===== src/rtl/csm_pkg.sv =====
// ----------------------------------------------------------------------------
// csm_pkg
// Shared types and codes for the calendar schedule match table: request and
// response payloads, the stored slot entry, command, class and status codes.
// ----------------------------------------------------------------------------
package csm_pkg;

    // Command codes
    localparam logic [2:0] CMD_TICK   = 3'd0;
    localparam logic [2:0] CMD_SAVE   = 3'd1;
    localparam logic [2:0] CMD_DELETE = 3'd2;
    localparam logic [2:0] CMD_CLEAR  = 3'd3;
    localparam logic [2:0] CMD_LOOKUP = 3'd4;

    // Schedule classes
    localparam logic [2:0] CLASS_HOURLY  = 3'd0;
    localparam logic [2:0] CLASS_DAILY   = 3'd1;
    localparam logic [2:0] CLASS_WEEKLY  = 3'd2;
    localparam logic [2:0] CLASS_MONTHLY = 3'd3;
    localparam logic [2:0] CLASS_YEARLY  = 3'd4;

    // Response status codes
    localparam logic [2:0] ST_FIRED      = 3'd0;
    localparam logic [2:0] ST_NO_MATCH   = 3'd1;
    localparam logic [2:0] ST_SAVED      = 3'd2;
    localparam logic [2:0] ST_FULL       = 3'd3;
    localparam logic [2:0] ST_DELETED    = 3'd4;
    localparam logic [2:0] ST_NOT_FOUND  = 3'd5;
    localparam logic [2:0] ST_CLEARED    = 3'd6;
    localparam logic [2:0] ST_LOOKUP_HIT = 3'd7;

    // A tick reports at most this many slots.
    localparam logic [3:0] RESULT_CAP = 4'd8;

    typedef struct packed {
        logic [2:0] command;
        logic [2:0] sched_class;
        logic [3:0] month;
        logic [4:0] day_of_month;
        logic [2:0] weekday;
        logic [4:0] hour_value;
        logic [5:0] minute_value;
        logic [7:0] retain_count;
    } req_t;

    typedef struct packed {
        logic [2:0] status;
        logic [2:0] slot_index;
        logic [7:0] retain_out;
        logic       last_result;
    } rsp_t;

    typedef struct packed {
        logic [2:0] sched_class;
        logic [3:0] month;
        logic [4:0] day_of_month;
        logic [2:0] weekday;
        logic [4:0] hour_value;
        logic [5:0] minute_value;
        logic [7:0] retain_count;
    } entry_t;

    localparam int ENTRY_W = $bits(entry_t);

    // Per-slot compare results from the slot evaluator.
    typedef struct packed {
        logic live;
        logic equal;
        logic time_hit;
    } match_t;

    typedef enum logic [1:0] {
        FSM_IDLE,
        FSM_SCAN,
        FSM_FINISH
    } state_t;

endpackage


===== src/rtl/csm_ram.sv =====
// ----------------------------------------------------------------------------
// csm_ram
// Generic single-write, single-read RAM with a registered read port. The read
// register holds its value when no read is issued.
// ----------------------------------------------------------------------------
module csm_ram #(
    parameter int WIDTH = 34,
    parameter int DEPTH = 8
) (
    input  logic                                     clk,
    input  logic                                     we,
    input  logic [(DEPTH > 1 ? $clog2(DEPTH) : 1)-1:0] waddr,
    input  logic [WIDTH-1:0]                         wdata,
    input  logic                                     re,
    input  logic [(DEPTH > 1 ? $clog2(DEPTH) : 1)-1:0] raddr,
    output logic [WIDTH-1:0]                         rdata
);

    logic [WIDTH-1:0] mem [DEPTH];
    logic [WIDTH-1:0] rdata_reg;

    always_ff @(posedge clk)
    begin
        if (we)
        begin
            mem[waddr] <= wdata;
        end
        if (re)
        begin
            rdata_reg <= mem[raddr];
        end
    end

    assign rdata = rdata_reg;

endmodule


===== src/rtl/csm_slot_eval.sv =====
// ----------------------------------------------------------------------------
// csm_slot_eval
// Compares one stored slot against the held request: liveness, equality of
// the schedule fields, and the class-specific time match used by a tick.
// ----------------------------------------------------------------------------
module csm_slot_eval (
    input  csm_pkg::entry_t entry,
    input  csm_pkg::req_t   req,
    output csm_pkg::match_t result
);
    import csm_pkg::*;

    logic hour_eq;
    logic time_hit;

    assign hour_eq = (entry.hour_value == req.hour_value);

    // Each class stands on its own; unknown classes never fire.
    always_comb
    begin
        case (entry.sched_class)
            CLASS_HOURLY:  time_hit = 1'b1;
            CLASS_DAILY:   time_hit = hour_eq;
            CLASS_WEEKLY:  time_hit = hour_eq && (entry.weekday == req.weekday);
            CLASS_MONTHLY: time_hit = hour_eq && (entry.day_of_month == req.day_of_month);
            CLASS_YEARLY:  time_hit = hour_eq && (entry.day_of_month == req.day_of_month)
                                      && (entry.month == req.month);
            default:       time_hit = 1'b0;
        endcase
    end

    assign result.live     = (entry.retain_count != 8'd0);
    assign result.equal    = (entry.sched_class == req.sched_class)
                          && (entry.month == req.month)
                          && (entry.day_of_month == req.day_of_month)
                          && (entry.weekday == req.weekday)
                          && hour_eq
                          && (entry.minute_value == req.minute_value);
    assign result.time_hit = (entry.minute_value == req.minute_value) && time_hit;

endmodule


===== src/rtl/calendar_schedule_match_table.sv =====
// ----------------------------------------------------------------------------
// calendar_schedule_match_table
// Scan: a tick, save, delete or lookup scans one slot per cycle, pausing while
//   a held tick hit waits for the response register; clear needs no scan.
// Throughput: one request at a time; a new request is accepted only once the
//   previous one is done, so response stalls also hold off the next request.
// Reset: every slot reads as all zero (per-slot valid bits cleared at once).
// ----------------------------------------------------------------------------
module calendar_schedule_match_table #(
    parameter int NUM_SLOTS = 8
) (
    input  logic          clk,
    input  logic          rst_n,
    input  logic          req_valid,
    output logic          req_ready,
    input  csm_pkg::req_t req_data,
    output logic          rsp_valid,
    input  logic          rsp_ready,
    output csm_pkg::rsp_t rsp_data
);
    import csm_pkg::*;

    localparam int SLOT_W = (NUM_SLOTS > 1) ? $clog2(NUM_SLOTS) : 1;
    localparam int CNT_W  = $clog2(NUM_SLOTS + 1);
    localparam logic [CNT_W-1:0] SLOT_END = CNT_W'(NUM_SLOTS);

    // The slot table lives in a RAM. A slot whose valid bit is clear reads
    // as all zero, which gives reset and clear without a sweep.
    state_t               state_reg, state_next;
    req_t                 req_reg, req_next;
    logic [CNT_W-1:0]     rd_cnt_reg, rd_cnt_next;
    logic                 eval_valid_reg, eval_valid_next;
    logic [SLOT_W-1:0]    eval_idx_reg, eval_idx_next;
    logic [3:0]           match_cnt_reg, match_cnt_next;
    logic [2:0]           pend_idx_reg, pend_idx_next;
    logic [7:0]           pend_ret_reg, pend_ret_next;
    logic                 hit_found_reg, hit_found_next;
    logic [SLOT_W-1:0]    hit_idx_reg, hit_idx_next;
    logic [7:0]           hit_ret_reg, hit_ret_next;
    logic                 free_found_reg, free_found_next;
    logic [SLOT_W-1:0]    free_idx_reg, free_idx_next;
    logic [NUM_SLOTS-1:0] valid_reg, valid_next;
    logic                 rsp_valid_reg, rsp_valid_next;
    rsp_t                 rsp_reg, rsp_next;

    logic                 ram_we;
    logic [SLOT_W-1:0]    ram_waddr;
    entry_t               ram_wdata;
    logic                 ram_re;
    logic [SLOT_W-1:0]    ram_raddr;
    logic [ENTRY_W-1:0]   ram_rdata;

    entry_t               eval_entry;
    match_t               slot_match;
    logic                 push_ok;
    logic                 push;
    rsp_t                 push_data;
    logic                 tick_take;
    logic                 stall;
    logic [SLOT_W+2:0]    eval_idx_ext;
    logic [SLOT_W+2:0]    hit_idx_ext;
    logic [SLOT_W+2:0]    free_idx_ext;
    entry_t               req_entry;

    csm_ram #(
        .WIDTH (ENTRY_W),
        .DEPTH (NUM_SLOTS)
    ) u_slot_ram (
        .clk   (clk),
        .we    (ram_we),
        .waddr (ram_waddr),
        .wdata (ram_wdata),
        .re    (ram_re),
        .raddr (ram_raddr),
        .rdata (ram_rdata)
    );

    // Slot data arrives from the RAM read register in the cycle after its read; the valid bits stay fixed
    // during a scan, so sampling them at evaluation time is consistent.
    assign eval_entry = valid_reg[eval_idx_reg] ? entry_t'(ram_rdata) : '0;

    csm_slot_eval u_slot_eval (
        .entry  (eval_entry),
        .req    (req_reg),
        .result (slot_match)
    );

    // Slot numbers are reported by their low three bits.
    assign eval_idx_ext = {3'b000, eval_idx_reg};
    assign hit_idx_ext  = {3'b000, hit_idx_reg};
    assign free_idx_ext = {3'b000, free_idx_reg};

    assign req_entry.sched_class  = req_reg.sched_class;
    assign req_entry.month        = req_reg.month;
    assign req_entry.day_of_month = req_reg.day_of_month;
    assign req_entry.weekday      = req_reg.weekday;
    assign req_entry.hour_value   = req_reg.hour_value;
    assign req_entry.minute_value = req_reg.minute_value;
    assign req_entry.retain_count = req_reg.retain_count;

    // The response register accepts a new response when empty or draining.
    assign push_ok = !rsp_valid_reg || rsp_ready;

    // A tick holds its newest hit back until it knows whether another one
    // follows, so the final response can carry the last flag. Pushing the
    // held hit needs the response register; the scan pauses until it frees.
    assign tick_take = eval_valid_reg && (req_reg.command == CMD_TICK)
                    && slot_match.live && slot_match.time_hit
                    && (match_cnt_reg < RESULT_CAP);
    assign stall     = tick_take && (match_cnt_reg != 4'd0) && !push_ok;

    // Next state
    always_comb
    begin
        state_next = state_reg;
        case (state_reg)
            FSM_IDLE:
            begin
                if (req_valid)
                begin
                    case (req_data.command)
                        CMD_TICK,
                        CMD_SAVE,
                        CMD_DELETE,
                        CMD_LOOKUP: state_next = FSM_SCAN;
                        CMD_CLEAR:  state_next = FSM_FINISH;
                        default:    state_next = FSM_IDLE;
                    endcase
                end
            end
            FSM_SCAN:
            begin
                if ((rd_cnt_reg == SLOT_END) && !eval_valid_reg)
                begin
                    state_next = FSM_FINISH;
                end
            end
            FSM_FINISH:
            begin
                if (push_ok)
                begin
                    state_next = FSM_IDLE;
                end
            end
            default:
            begin
                state_next = FSM_IDLE;
            end
        endcase
    end

    // Datapath and outputs
    always_comb
    begin
        req_next        = req_reg;
        rd_cnt_next     = rd_cnt_reg;
        eval_valid_next = eval_valid_reg;
        eval_idx_next   = eval_idx_reg;
        match_cnt_next  = match_cnt_reg;
        pend_idx_next   = pend_idx_reg;
        pend_ret_next   = pend_ret_reg;
        hit_found_next  = hit_found_reg;
        hit_idx_next    = hit_idx_reg;
        hit_ret_next    = hit_ret_reg;
        free_found_next = free_found_reg;
        free_idx_next   = free_idx_reg;
        valid_next      = valid_reg;
        push            = 1'b0;
        push_data       = '0;
        ram_we          = 1'b0;
        ram_waddr       = hit_idx_reg;
        ram_wdata       = req_entry;
        ram_re          = 1'b0;
        ram_raddr       = rd_cnt_reg[SLOT_W-1:0];

        case (state_reg)
            FSM_IDLE:
            begin
                if (req_valid)
                begin
                    req_next        = req_data;
                    rd_cnt_next     = '0;
                    eval_valid_next = 1'b0;
                    match_cnt_next  = 4'd0;
                    hit_found_next  = 1'b0;
                    free_found_next = 1'b0;
                end
            end

            FSM_SCAN:
            begin
                if (!stall)
                begin
                    // Issue the next read while the previous slot is judged.
                    if (rd_cnt_reg != SLOT_END)
                    begin
                        ram_re          = 1'b1;
                        rd_cnt_next     = rd_cnt_reg + 1'b1;
                        eval_valid_next = 1'b1;
                        eval_idx_next   = rd_cnt_reg[SLOT_W-1:0];
                    end
                    else
                    begin
                        eval_valid_next = 1'b0;
                    end

                    if (eval_valid_reg)
                    begin
                        case (req_reg.command)
                            CMD_TICK:
                            begin
                                if (tick_take)
                                begin
                                    if (match_cnt_reg != 4'd0)
                                    begin
                                        push                  = 1'b1;
                                        push_data.status      = ST_FIRED;
                                        push_data.slot_index  = pend_idx_reg;
                                        push_data.retain_out  = pend_ret_reg;
                                        push_data.last_result = 1'b0;
                                    end
                                    pend_idx_next  = eval_idx_ext[2:0];
                                    pend_ret_next  = eval_entry.retain_count;
                                    match_cnt_next = match_cnt_reg + 4'd1;
                                end
                            end
                            CMD_SAVE:
                            begin
                                if (slot_match.live && slot_match.equal && !hit_found_reg)
                                begin
                                    hit_found_next = 1'b1;
                                    hit_idx_next   = eval_idx_reg;
                                end
                                if (!slot_match.live && !free_found_reg)
                                begin
                                    free_found_next = 1'b1;
                                    free_idx_next   = eval_idx_reg;
                                end
                            end
                            CMD_DELETE,
                            CMD_LOOKUP:
                            begin
                                // Liveness is not checked: a free slot with
                                // equal fields is found too.
                                if (slot_match.equal && !hit_found_reg)
                                begin
                                    hit_found_next = 1'b1;
                                    hit_idx_next   = eval_idx_reg;
                                    hit_ret_next   = eval_entry.retain_count;
                                end
                            end
                            default:
                            begin
                            end
                        endcase
                    end
                end
            end

            FSM_FINISH:
            begin
                if (push_ok)
                begin
                    push                  = 1'b1;
                    push_data.last_result = 1'b1;
                    case (req_reg.command)
                        CMD_TICK:
                        begin
                            if (match_cnt_reg != 4'd0)
                            begin
                                push_data.status     = ST_FIRED;
                                push_data.slot_index = pend_idx_reg;
                                push_data.retain_out = pend_ret_reg;
                            end
                            else
                            begin
                                push_data.status = ST_NO_MATCH;
                            end
                        end
                        CMD_SAVE:
                        begin
                            // An equal live slot gets the new retain; its
                            // fields already equal the request's.
                            if (hit_found_reg)
                            begin
                                ram_we                  = 1'b1;
                                ram_waddr               = hit_idx_reg;
                                valid_next[hit_idx_reg] = 1'b1;
                                push_data.status        = ST_SAVED;
                                push_data.slot_index    = hit_idx_ext[2:0];
                            end
                            else if (free_found_reg)
                            begin
                                ram_we                   = 1'b1;
                                ram_waddr                = free_idx_reg;
                                valid_next[free_idx_reg] = 1'b1;
                                push_data.status         = ST_SAVED;
                                push_data.slot_index     = free_idx_ext[2:0];
                            end
                            else
                            begin
                                push_data.status = ST_FULL;
                            end
                        end
                        CMD_DELETE:
                        begin
                            if (hit_found_reg)
                            begin
                                valid_next[hit_idx_reg] = 1'b0;
                                push_data.status        = ST_DELETED;
                                push_data.slot_index    = hit_idx_ext[2:0];
                            end
                            else
                            begin
                                push_data.status = ST_NOT_FOUND;
                            end
                        end
                        CMD_LOOKUP:
                        begin
                            if (hit_found_reg)
                            begin
                                push_data.status     = ST_LOOKUP_HIT;
                                push_data.slot_index = hit_idx_ext[2:0];
                                push_data.retain_out = hit_ret_reg;
                            end
                            else
                            begin
                                push_data.status = ST_NOT_FOUND;
                            end
                        end
                        default:
                        begin
                            // Clear is the only other command that gets here.
                            valid_next       = '0;
                            push_data.status = ST_CLEARED;
                        end
                    endcase
                end
            end

            default:
            begin
            end
        endcase

        if (push)
        begin
            rsp_valid_next = 1'b1;
            rsp_next       = push_data;
        end
        else
        begin
            rsp_valid_next = rsp_valid_reg && !rsp_ready;
            rsp_next       = rsp_reg;
        end
    end

    always_ff @(posedge clk or negedge rst_n)
    begin
        if (!rst_n)
        begin
            state_reg      <= FSM_IDLE;
            rd_cnt_reg     <= '0;
            eval_valid_reg <= 1'b0;
            match_cnt_reg  <= 4'd0;
            hit_found_reg  <= 1'b0;
            free_found_reg <= 1'b0;
            valid_reg      <= '0;
            rsp_valid_reg  <= 1'b0;
        end
        else
        begin
            state_reg      <= state_next;
            rd_cnt_reg     <= rd_cnt_next;
            eval_valid_reg <= eval_valid_next;
            match_cnt_reg  <= match_cnt_next;
            hit_found_reg  <= hit_found_next;
            free_found_reg <= free_found_next;
            valid_reg      <= valid_next;
            rsp_valid_reg  <= rsp_valid_next;
        end
    end

    always_ff @(posedge clk)
    begin
        req_reg      <= req_next;
        eval_idx_reg <= eval_idx_next;
        pend_idx_reg <= pend_idx_next;
        pend_ret_reg <= pend_ret_next;
        hit_idx_reg  <= hit_idx_next;
        hit_ret_reg  <= hit_ret_next;
        free_idx_reg <= free_idx_next;
        rsp_reg      <= rsp_next;
    end

    assign req_ready = (state_reg == FSM_IDLE);
    assign rsp_valid = rsp_valid_reg;
    assign rsp_data  = rsp_reg;

endmodule

===== config.mk =====
export PLATFORM = sky130hd
export DESIGN_NAME = calendar_schedule_match_table
export DESIGN_NICKNAME = d
export VERILOG_FILES = /design/src/rtl/csm_pkg.sv /design/src/rtl/csm_ram.sv /design/src/rtl/csm_slot_eval.sv /design/src/rtl/calendar_schedule_match_table.sv
export SDC_FILE = /design/constraint.sdc
export NUM_CORES = 1
export LEC_CHECK = 0
export BUFFER_PORTS_ARGS = -buffer_cell sky130_fd_sc_hd__buf_4
export CAP_MARGIN = 20
export CORE_ASPECT_RATIO = 0.7
export CORE_UTILIZATION = 50
export CTS_BUF_LIST = sky130_fd_sc_hd__clkbuf_8
export CTS_CLUSTER_DIAMETER = 80
export DETAILED_ROUTE_END_ITERATION = 12
export GPL_TIMING_DRIVEN = 0
export PLACE_DENSITY = 0.62
export SKIP_LAST_GASP = 1
export SLEW_MARGIN = 10
export SYNTH_ARGS = -nofsm -noshare
export SYNTH_HDL_FRONTEND = slang
export SYNTH_SLANG_ARGS = --single-unit

===== constraint.sdc =====
create_clock -name clk -period 5.6 [get_ports clk]
set_input_delay 0.56 -clock clk [delete_from_list [all_inputs] [get_ports clk]]
set_output_delay 0.56 -clock clk [all_outputs]
set_load 0.05 [all_outputs]

* After elaboration in Yosys (flattened, before gate mapping)
Memories as Yosys holds them, arrays and structs flattened. A register that Yosys moved wholly into a read port is not among the register bits.
Cells that the tools add are included.
** Storage, ports and cells
- Register bits after elaboration :: 102
- Bits in latches :: 0
- Bits in writable memories :: 272
- ROM bits :: 0
- Input bits :: 41
- Output and inout port bits :: 17
- Memories kept :: 1
** Operators by class
- $add $sub $neg :: 2
- Multipliers :: 0
- Divide/modulo/power cells :: 0
- Magnitude comparators :: 6
- Eq/ne operators :: 38
- Shift-type cells :: 0
- Mux-type cells :: 85
- Bitwise operators :: 6
- Reductions and logical operators :: 55
** Memory list
- u_slot_ram.mem :: depth 8, bits a word 34, rd ports 1, clocked after Yosys merged registers in 1, write ports 1, line csm_ram.sv:19 : logic [WIDTH-1:0] mem [DEPTH];
** Operator list (number)
- $mux 12 :: 5
- $mux 34 :: 1
- $mux 1 :: 33
- $pmux 15 s2 :: 1
- $mux 4 :: 7
- $mux 3 :: 9
- $ne 2x2->1 const B :: 13
- $mux 8 :: 3
- $pmux 3 s4 :: 2
- $pmux 8 s3 :: 1
- $logic_and 1x1->1 :: 23
- $mux 11 :: 2
- $reduce_and 5->1 :: 4
- $reduce_and 6->1 :: 3
- $or 8x8->8 :: 2
- $pmux 4 s2 :: 2
- $pmux 8 s2 :: 1
- $eq 3x2->1 const B :: 5
- $mux 15 :: 1
- $lt 3x4->1 const B :: 3
- $ne 3x3->1 const B :: 4
- $eq 5x5->1 :: 2
- $pmux 1 s2 :: 5
- $eq 3x1->1 const B :: 3
- 35 further kinds :: 57

* Logic depth before layout (Yosys ltp)
Gate-level depths: netlist of run 1.
- Depth after elaboration :: 16
- Gate-level depth with buffers :: 10
- Mapped depth without buffers :: 9

* Cells and area by module
A second synthesis of run 1 with hierarchy kept.
** Unflattened totals
- Cell total of the unflattened synthesis :: 864
- Area total of the unflattened synthesis :: 16462.0 um2
** Modules (own cells, without submodules)
- csm_ram :: times used 1, cells an instance 441, area each 11423.5 um2
- calendar_schedule_match_table :: times used 1, cells an instance 374, area each 4659.5 um2
- csm_slot_eval :: times used 1, cells an instance 49, area each 379.1 um2

* Worst setup path before layout of run 1
No wires, ideal clock.
- Path kind :: reg2reg
- From :: register req_reg[35] in the netlist's numbering
- To :: memory u_slot_ram.mem[7][0] (enable)
- Library setup time :: 0.475 ns
- Arrival :: 4.301 ns
- Data required time :: 5.125 ns
- Setup slack :: 0.824 ns
- Cell stages (with the launch flop) :: 8
- Path buffers :: 1
- Clock period less this slack :: 4.776 ns
- Cells stage by stage :: edfxtp_1 -> clkbuf_1 -> nand2b_1 -> or2_2 -> nor3b_1 -> nand2_1 -> mux2_2 -> nor3b_1
** On the way
- Cells in the longest elaborated chain, start to end :: 6
- Elaborated cells on any way between the ends :: 9
** Ends and longest elaborated chain
- start: declaration :: line calendar_schedule_match_table.sv:30 : req_t req_reg, req_next;
- start signal: assignment :: line calendar_schedule_match_table.sv:386 : req_reg <= req_next;
- $eq 3x1->1 (*) :: line calendar_schedule_match_table.sv:266 : case (req_reg.command)
- $mux 1 :: line calendar_schedule_match_table.sv:266
- $mux 1 :: line calendar_schedule_match_table.sv:262 : if (push_ok)
- $mux 1 :: line calendar_schedule_match_table.sv:176 : case (state_reg)
- $mux 1 :: line csm_ram.sv:24 : if (we)
- $mux 1 (implied by the code) :: line csm_ram.sv:26 : mem[waddr] <= wdata;
- end: declaration :: line csm_ram.sv:19
Mark *: on every way between the ends. The rest lies on a longest branch, timed or not.

* Final worst setup path of run 1
- From :: register eval_idx_reg[0]
- To :: register rsp_reg (netlist bit rsp_data[7]) (enable)
** On the way
- Cells in the longest elaborated chain, start to end :: 15
- Elaborated cells on any way between the ends :: 29
** Ends and longest elaborated chain
- start: declaration :: line calendar_schedule_match_table.sv:33 : logic [SLOT_W-1:0] eval_idx_reg, eval_idx_next;
- start signal: assignment :: line calendar_schedule_match_table.sv:387 : eval_idx_reg <= eval_idx_next;
- $bmux 1 s3 (*) :: line calendar_schedule_match_table.sv:80 : assign eval_entry = valid_reg[eval_idx_reg] ? entry_t'(ram_rdata) : '0;
- $mux 1 (implied by the code) (*) :: line calendar_schedule_match_table.sv:80
- $mux 34 (*) :: line calendar_schedule_match_table.sv:80
- $eq 5x5->1, on equally long branches :: line csm_slot_eval.sv:16, csm_slot_eval.sv:25, csm_slot_eval.sv:26
- $logic_and 1x1->1 :: line csm_slot_eval.sv:25, csm_slot_eval.sv:26
- $logic_and 1x1->1 :: line csm_slot_eval.sv:27 : && (entry.month == req.month);
- $pmux 1 s5 :: line csm_slot_eval.sv:21 : case (entry.sched_class)
- $logic_and 1x1->1 :: line csm_slot_eval.sv:39 : assign result.time_hit = (entry.minute_value == req.minute_value) && time_hit;
- $logic_and 1x1->1 (*) :: line calendar_schedule_match_table.sv:108 : && slot_match.live && slot_match.time_hit
- $logic_and 1x1->1 (*) :: line calendar_schedule_match_table.sv:109 : && (match_cnt_reg < RESULT_CAP);
- $mux 1 :: line calendar_schedule_match_table.sv:212 : if (tick_take)
- $mux 1 :: line calendar_schedule_match_table.sv:209 : case (req_reg.command)
- $mux 1 :: line calendar_schedule_match_table.sv:207 : if (eval_valid_reg)
- $mux 1 (*) :: line calendar_schedule_match_table.sv:192 : if (!stall)
- $pmux 1 s2 (*) :: line calendar_schedule_match_table.sv:176
- net push :: line calendar_schedule_match_table.sv:56 : logic push;
- end signal: assignment :: line calendar_schedule_match_table.sv:393 : rsp_reg <= rsp_next;
- end: declaration :: line calendar_schedule_match_table.sv:44 : rsp_t rsp_reg, rsp_next;
The timed path passes the listed nets; every way through them passes the cells marked *. The select of a mux whose other input is x is not followed.
A chain may end at the register's enable or synchronous reset.

==> results of run 1 <==
==> worst max-delay path, cell delays in order (launching register included) <==
cell	delay (ns)
edfxtp_1	0.57
mux2i_1	0.41
a22o_1	0.35
clkbuf_1	0.52
o31ai_1	0.18
a222oi_1	0.72
a21oi_1	0.24
nor4_2	0.40
buf_2	0.32
a21oi_1	0.14
nor3_2	0.56
buf_6	0.23
==> kinds of logic after synthesis <==
family,Yosys count,share of synthesized area
mux,108,0.119
xor+xnor,13,0.00685
fa+ha+maj,7,0.00527
buf+inv,60,0.0140
flops,408,0.730
simple gates,207,0.0644
compound gates,151,0.0600
==> placed cells by master, fill, tap and decap left out, types with 22 or more instances in the layout <==
cell type,count
a21oi_1,32
mux4_2,68
inv_1,35
o21ai_0,37
clkbuf_8,64
mux2_2,37
buf_4,63
nor2_1,52
dfrtp_1,22
clkbuf_1,29
nand2_1,50
edfxtp_1,386
==> final cells by class <==
class,count,area share
inverters,18,0.00352
repair buffers,82,0.0418
clock inverters,45,0.0142
multi-input cells,486,0.225
well taps,427,0.0279
plain buffers,42,0.00861
clock buffers,64,0.0459
flip-flops and latches,408,0.633
==> how the worst max path moves through the flow <==
stage | cells past startpoint | from | to | slack [ns]
6_report | 11 | eval_idx_reg[0] | rsp_data[7] | 0.66
5_1_grt | 11 | eval_idx_reg[0] | rsp_data[5] | 0.40
4_1_cts | 10 | eval_idx_reg[0] | pend_idx_reg[1] | 0.61
3_5_place_dp | 10 | eval_idx_reg[0] | pend_ret_reg[1] | 0.62
3_3_place_gp | 7 | req_reg[35] | u_slot_ram.mem[3][1] | -2.00
2_1_floorplan | 7 | req_reg[35] | u_slot_ram.mem[7][0] | 0.82
==> per-layer routing <==
layer | GRT usage | wire [um] | up-vias
met4 | 0.0663 | 643 | 0
met5 | 0 | 0 | -
met2 | 0.316 | 15900 | 321
met1 | 0.342 | 17200 | 4709
met3 | 0.0472 | 2530 | 46
li1 | - | - | 4139
==> through the flow <==
step / area (um2) / setup WS (ns)
finish: 19200 / 0.665
global route: 19200 / 0.397
CTS: 19100 / 0.607
detailed placement: 18000 / 0.619
global placement: 17600 / -2.00
floorplan: 16600 / 0.824
==> power breakdown <==
group,total [mW],internal (mW),switching (mW)
Clock,2.32,1.19,1.13
Sequential,3.93,3.70,0.237
Combinational,1.59,0.645,0.942
==> impl_results.md, run 1 <==
- Status: finished clean
- Critical path capture point type: flop
- WS Path Type: flop to flop
- Fraction of registers with async set or reset after synthesis: 0.0539
- Clock Path Buffers: 3
- Final count of hold timing violations: 0
- Worst slew margin: 0.306
- Hold Path End: ram_wdata[2]
- Chip height: 155 um
- Synth top area cells: edfxtp_1 70%, mux4_2 9.2%, dfrtp_1 3.3%
- Share of the yosys chip area belonging to registers: 0.730
- Maximum VDD drop: 0.266 mV
- RSZ-0062 raised after global routing: false
- Max reg flops: 272
- Largest net degree at the start of global routing: 28
- #FFs+latches synth: 408
- Vias in the first global route: 9201
- Syn Inst Count: 954
- WHS Path Cells: 1
- Dpl cells: 1457
- Startpoint Class: flop
- Vias per inst: 5.86
- YS warnings: 0
- Clock period minus worst slack: 4.94 ns
- Hold Buf Count CTS: 1
- Final core occ: 0.591
- DR vias: 9215
- Core Box Area: 32500 um2
- WP data required: 5.94 ns
- Multi-input gate area: 4320 um2
- Final Net Count: 1146
- Final Cycle Share: 0.881
- Starting Density: 0.512
- Length of the first detailed-routing pass in iterations: 5
- Antenna cells: 0
- Hold crit path type: input pin to flop
- Worst-path clk slew: 0.06 ns
- Hold Slack: 0.105 ns
- Final Wtd Congestion: 0.875
- Port Buf Inserts: 57
- H-tree depth: 2
- Post-synth top area share: 0.697
- R2r setup slk: 0.66 ns
- Area leader, netlist: edfxtp_1
- RR Startpoint: eval_idx_reg[0]
- Synth Cell Area: 16600 um2
- Ys flop type: edfxtp_1
- Die area: 34000 um2
- DR iter-0 viols: 760
- Die W: 220 um
- Synth cell count leaders: 386 x edfxtp_1, 68 x mux4_2, 57 x nor2_1
- Clock insertion delay at the later pin of the skew report: 0.63 ns
- Num rows: 55
- FF+latch area: 12100 um2
- Tot Pwr: 7.84 mW
- Distinct cells, synth: 60
- Fill cell count: 2510
- Post-synth EDFFs: 386
- Mean area per synthesized cell: 17.4 um2
- Resized Gates After CTS: 0
- Worst Hold Launch: req_data[2]
- Maximum fanout along the worst path: 10
- Remaining antenna violation count: 0
- Total CTS buffers: 60
- CTS Root Cell: clkbuf_8
- CTS tree: built
- Worst path arrival time: 5.27 ns
- Non-filler cells, final: 1572
- IO Count: 58
- Area growth syn-to-layout: 15.4%
- Routed WL: 36.3 mm
- GRT Resource Usage Total: 0.221
- Slew @ Worst Pin: 1.03 ns
- Layout cell share with drive strength beyond 1: 0.250
- Global-route wire length before repair: 55.1 mm
- R2r endpoint: rsp_data[7]
- Initial antenna violation count: 0
- PD cells: 409 nW/um2
- Clk_skew: 0.0183 ns
- Drt wl/cell: 23.1 um
- GRT overflow: 0
- Total of max-cap violations: 0
- Fin. max-slew vios: 0
- Syn_nets: 1002
- Leakage power: 6.28 nW
- DP HPWL: 23.4 mm
- Num Clock Sinks: 408
- Setup tns final: 0 ns
- Cell with the most instances after synthesis: edfxtp_1
- Final setup fails: 0
- DRC viols: 0
- Postcts setup bufs: 0
- Fmax: 0.203 GHz
- R2R cell count: 11
No activity file was read; power rests on OpenSTA's default activity.
==> run 2, diff against run 1 <==
- PLACE_DENSITY: 0.62 -> 0.65
- SLEW_MARGIN: 10 -> 20
==> impl_results.md, run 2 (synthesized netlist as in run 1, its figures left out) <==
- Critical path capture point type: flop
- CTS Root Cell: clkbuf_8
- R2r endpoint: rsp_data[3]
- Vias per inst: 5.90 (+0.65%)
- H-tree depth: 2 (unchanged)
- Clock insertion delay at the later pin of the skew report: 0.62 ns (about the same)
- Leakage power: 6.28 nW (about the same)
- PD cells: 402 nW/um2 (-1.8%)
- Layout cell share with drive strength beyond 1: 0.252 (+0.00197)
- Crit path max-delay family: compound AO/OA/AOI/OAI gates
- Routed WL: 36.4 mm (+0.20%)
- DRC viols: 2 (+2)
- Starting Density: 0.512 (unchanged)
- Maximum VDD drop: 0.237 mV (-11%)
- WP data required: 5.92 ns (-0.02 ns)
- Antenna cells: 0 (unchanged)
- IO Count: 58 (unchanged)
- RR Startpoint: eval_idx_reg[0]
- Slew @ Worst Pin: 1.14 ns (+0.107 ns)
- Non-filler cells, final: 1571 (-0.064%)
- GRT Resource Usage Total: 0.222 (+0.00107)
- Maximum fanout along the worst path: 10 (unchanged)
- Clk_skew: 0.0213 ns (+0.00298 ns)
- Startpoint Class: flop
- Num Clock Sinks: 408 (unchanged)
- Worst path arrival time: 5.22 ns (-0.05 ns)
- Drt wl/cell: 23.2 um (+0.26%)
- Final Net Count: 1144 (-0.17%)
- DP HPWL: 23.5 mm (+0.52%)
- Commonest non-fill, non-tap cell in the layout: edfxtp_1
- Initial antenna violation count: 0 (unchanged)
- Worst-path cell chain: mux2i_1, a22o_1, clkbuf_1, o31ai_1, a2111oi_0, a211oi_1, nor4_2, buf_2, a21oi_1, nor3_2, buf_6
- Port Buf Inserts: 57 (unchanged)
- WS Path Type: flop to flop
- R2R cell count: 11 (unchanged)
- Final Cycle Share: 0.874 (-0.00684)
- Fin. max-slew vios: 0 (unchanged)
- DR iter-0 viols: 871 (+15%)
- DR vias: 9269 (+0.59%)
- Dpl ws: 0.581 ns (-0.0385 ns)
- Final setup fails: 0 (unchanged)
- CTS tree: built
- Failing checks: design-rule violations
- Area growth syn-to-layout: 15.3% (about the same)
- Fmax: 0.204 GHz (+0.78%)
- Remaining antenna violation count: 0 (unchanged)
- Largest net degree at the start of global routing: 39 (+39%)
- Max incr delay on CP: 0.78 ns (+0.06 ns)
- Num rows: 55 (unchanged)
- Status: finished with violations
- Die area: 34000 um2 (unchanged)
- Final Wtd Congestion: 0.854 (-2.4%)
- Chip height: 155 um (unchanged)
- Postcts setup bufs: 0 (unchanged)
- Fill cell count: 2463 (-1.9%)
- Die W: 220 um (unchanged)
- Final count of hold timing violations: 0 (unchanged)
- WP buf/inv: 3 (unchanged)
- Max reg flops: 272 (unchanged)
- Global-route wire length before repair: 55.6 mm (+0.94%)
- Final core occ: 0.590 (about the same)
- Most frequent cells in the layout: 386 x edfxtp_1, 68 x mux4_2, 67 x clkbuf_8, 66 x buf_4, 51 x nor2_1
- GRT overflow: 0 (unchanged)
- Crit path launch: eval_idx_reg[0]
- Hold Path End: ram_wdata[4]
- Worst-path clk slew: 0.06 ns (about the same)
- Worst Hold Launch: req_data[4]
- Total CTS buffers: 59 (-1.7%)
- CP max-delay cell: a2111oi_0
- Clock Path Buffers: 3 (unchanged)
- WHS Path Cells: 1 (unchanged)
- Length of the first detailed-routing pass in iterations: 10 (+5)
- R2r setup slk: 0.70 ns (+0.04 ns)
- Dpl cells: 1460 (+0.21%)
- RSZ-0062 raised after global routing: false
- Vias in the first global route: 9306 (+1.1%)
- Post-route worst setup slack: 0.703 ns (+0.0383 ns)
- Core Box Area: 32500 um2 (unchanged)
- Worst slew margin: 0.235 (-0.0714)
- Hold crit path type: input pin to flop
- Clock period minus worst slack: 4.90 ns (-0.0383 ns)
- Total of max-cap violations: 0 (unchanged)
run 2: worst max path at each step:
stage,cells past startpoint,end
6_report,11,rsp_data[3]
3_5_place_dp,10,pend_ret_reg[3]
3_3_place_gp,7,u_slot_ram.mem[7][1]
4_1_cts,10,pend_ret_reg[7]
5_1_grt,11,rsp_data[3]
2_1_floorplan,7,u_slot_ram.mem[7][0]
run 2: worst reg2reg max path: cells and delay by family (launching register included):
family          cells  cell delay (ns)
flops               1             0.58
mux                 1             0.38
buf+inv             3             1.06
simple gates        2             0.90
compound gates      5             1.68
run 2: routing by layer:
layer	GRT usage	up-vias	wire [um]
met2	0.330	325	16300
met4	0.0539	0	489
met1	0.341	4760	16900
li1	-	4140	-
met3	0.0415	44	2710
met5	0	-	0
run 2: area by class of cell:
class | count | area [um2] | share of cell area
flip-flops and latches | 408 | 12100 | 0.633
clock buffers | 67 | 922 | 0.0481
clock inverters | 42 | 180 | 0.00940
inverters | 18 | 70.1 | 0.00365
well taps | 427 | 534 | 0.0279
plain buffers | 42 | 165 | 0.00861
repair buffers | 81 | 838 | 0.0437
multi-input cells | 486 | 4320 | 0.225
run 2: metrics by stage:
stage	hold WS (ns)	instance area [um2]	setup TNS (ns)	power [mW]
after CTS	0.0600	19200	0	7.75
after global placement	0.469	17600	-170.08	5.49
after global routing	0.0709	19200	0	8.05
final	0.114	19200	0	7.70
after detailed placement	0.471	18000	0	5.54
after floorplan	0.264	16600	0	4.99
run 2: where the power goes:
group | total (mW) | leakage, nW | switching, mW | internal (mW)
Clock | 2.21 | 0.649 | 1.12 | 1.09
Sequential | 3.93 | 3.80 | 0.236 | 3.70
Combinational | 1.55 | 1.83 | 0.935 | 0.619
run 2: timing repair:
action                                  in CTS  in global routing
endpoints found under the setup margin       0                  0
resized for setup                            0                  0
endpoints found under the hold margin       22                  0
hold buffers                                 1                  0
==> run 3, diff against run 2 <==
- CAP_MARGIN: 20 -> not set
- clock period: 5.6 -> 4.9 ns (I/O delays scaled with it)
==> impl_results.md, run 3 (synthesized netlist as in run 1, its figures left out) <==
- DP HPWL: 23.5 mm (about the same)
- Initial antenna violation count: 0 (unchanged)
- R2R cell count: 11 (unchanged)
- RR Startpoint: eval_idx_reg[0]
- Final count of hold timing violations: 0 (unchanged)
- DR vias: 9309 (+0.43%)
- Status: finished with violations
- WP buf/inv: 3 (unchanged)
- Largest net degree at the start of global routing: 39 (unchanged)
- Worst Hold Launch: req_data[15]
- Max incr delay on CP: 0.67 ns (-0.11 ns)
- CTS tree: built
- CTS Root Cell: clkbuf_8
- Hold Slack: 0.0429 ns (-0.0709 ns)
- RSZ-0062 raised after global routing: false
- Startpoint Class: flop
- PD cells: 464 nW/um2 (+15%)
- GRT overflow: 0 (unchanged)
- Crit path max-delay family: compound AO/OA/AOI/OAI gates
- Vias in the first global route: 9411 (+1.1%)
- Port Buf Inserts: 57 (unchanged)
- Final setup fails: 0 (unchanged)
- Final Cycle Share: 0.949 (+0.0742)
- Leakage power: 6.33 nW (+0.79%)
- Total of max-cap violations: 0 (unchanged)
- Worst path arrival time: 4.97 ns (-0.25 ns)
- Routed met2 length: 16.3 mm (about the same)
- Total CTS buffers: 59 (unchanged)
- H-tree depth: 2 (unchanged)
- Slew @ Worst Pin: 1.09 ns (-0.0561 ns)
- Remaining antenna violation count: 0 (unchanged)
- Area growth syn-to-layout: 16.4%
- Clock insertion delay at the later pin of the skew report: 0.63 ns (about the same)
- DRC viols: 2 (unchanged)
- Hold Path End: ram_wdata[15]
- Hold crit path type: input pin to flop
- Maximum VDD drop: 0.285 mV (+20%)
- GRT Resource Usage Total: 0.223 (+0.000975)
- CP max-delay cell: a2111oi_1
- DR iter-0 viols: 777 (-11%)
- Post-route worst setup slack: 0.251 ns (-0.452 ns)
- Die area: 34000 um2 (unchanged)
- Final Net Count: 1155 (+0.96%)
- Clock period minus worst slack: 4.65 ns (-0.248 ns)
- Crit path depth: 11 (unchanged)
- Starting Density: 0.512 (unchanged)
- WS Path Type: flop to flop
- Tot Pwr: 8.97 mW (+16%)
- Worst-path clk slew: 0.06 ns (about the same)
- Drt wl/cell: 23.1 um (-0.34%)
- Antenna cells: 0 (unchanged)
- Worst-path cell chain: mux2i_1, a22o_1, clkbuf_1, o31ai_1, a2111oi_1, a211oi_1, nor4_2, buf_2, a21oi_1, nor3_4, buf_6
- WP data required: 5.23 ns (-0.69 ns)
- Global-route wire length before repair: 55.8 mm (+0.37%)
- Die W: 220 um (unchanged)
- Final Wtd Congestion: 0.854 (unchanged)
- R2r setup slk: 0.25 ns (-0.45 ns)
- Num Clock Sinks: 408 (unchanged)
- Vias per inst: 5.88 (-0.27%)
- Maximum fanout along the worst path: 10 (unchanged)
- Clk_skew: 0.0246 ns (+0.00334 ns)
- R2r endpoint: rsp_data[4]
- Fmax: 0.215 GHz (+5.3%)
- Worst slew margin: 0.272 (+0.0376)
- Chip height: 155 um (unchanged)
- Critical path capture point type: flop
- Routed WL: 36.5 mm (+0.35%)
- Most frequent cells in the layout: 386 x edfxtp_1, 68 x mux4_2, 67 x buf_4, 62 x clkbuf_8, 51 x nor2_1
- M1 WL: 17.1 mm (+1.2%)
- Layout cell share with drive strength beyond 1: 0.252 (about the same)
- Num rows: 55 (unchanged)
- Max reg flops: 272 (unchanged)
- Failing checks: design-rule violations
- WL met3: 2.46 mm (-9.3%)
- Core Box Area: 32500 um2 (unchanged)
- Commonest non-fill, non-tap cell in the layout: edfxtp_1
- Top Metal Used: met4
- Clock Path Buffers: 3 (unchanged)
- Length of the first detailed-routing pass in iterations: 9 (-1)
- Dpl ws: -0.0981 ns (-0.679 ns)
- IO Count: 58 (unchanged)
- Fin. max-slew vios: 0 (unchanged)
- WHS Path Cells: 1 (unchanged)
-- run 3: final cells by class --
class                           instances  area [um2]
Fill cell                            2425       13100
Buffer                                 42         165
Tap cell                              427         534
Inverter                               18        70.1
Clock inverter                         47         309
Multi-Input combinational cell        486        4330
Timing Repair Buffer                   92         946
Clock buffer                           62         853
Sequential cell                       408       12100
-- run 3: per-stage QoR --
stage	utilization	TNS, ns	area, um2	cells
final	0.596	0	19300	1582
after global routing	0.596	0	19300	1582
after CTS	0.595	0	19300	1579
after detailed placement	0.556	-1.07	18000	1460
after global placement	0.541	-384.95	17600	1438
after floorplan	-	0	16600	954
-- run 3: worst max-delay path by stage --
stage | end | from | slack (ns)
floorplan | u_slot_ram.mem[7][0] | req_reg[35] | 0.12
global placement | u_slot_ram.mem[7][1] | req_reg[35] | -2.67
detailed placement | pend_ret_reg[3] | eval_idx_reg[0] | -0.1
CTS | rsp_data[2] | eval_idx_reg[0] | 0.16
global route | rsp_data[3] | eval_idx_reg[0] | 0.009
finish | rsp_data[4] | eval_idx_reg[0] | 0.25
-- run 3: routing by layer --
metal | global-route usage | up-vias
li1 | - | 4164
met1 | 0.341 | 4739
met2 | 0.331 | 346
met3 | 0.0442 | 60
met4 | 0.0555 | 0
met5 | 0 | -
-- run 3: power by group --
| part | switching (mW) | internal (mW) | total [mW] |
|---|---|---|---|
| Sequential | 0.271 | 4.23 | 4.50 |
| Combinational | 1.08 | 0.715 | 1.79 |
| Clock | 1.29 | 1.39 | 2.68 |
-- run 3: timing repair --
action,4_1_cts,5_1_grt
pin swaps,1,0
hold buffers,9,2
hold endpoints to repair,30,2
resized for setup,2,1
endpoints found under the setup margin,19,15
setup buffers,1,0
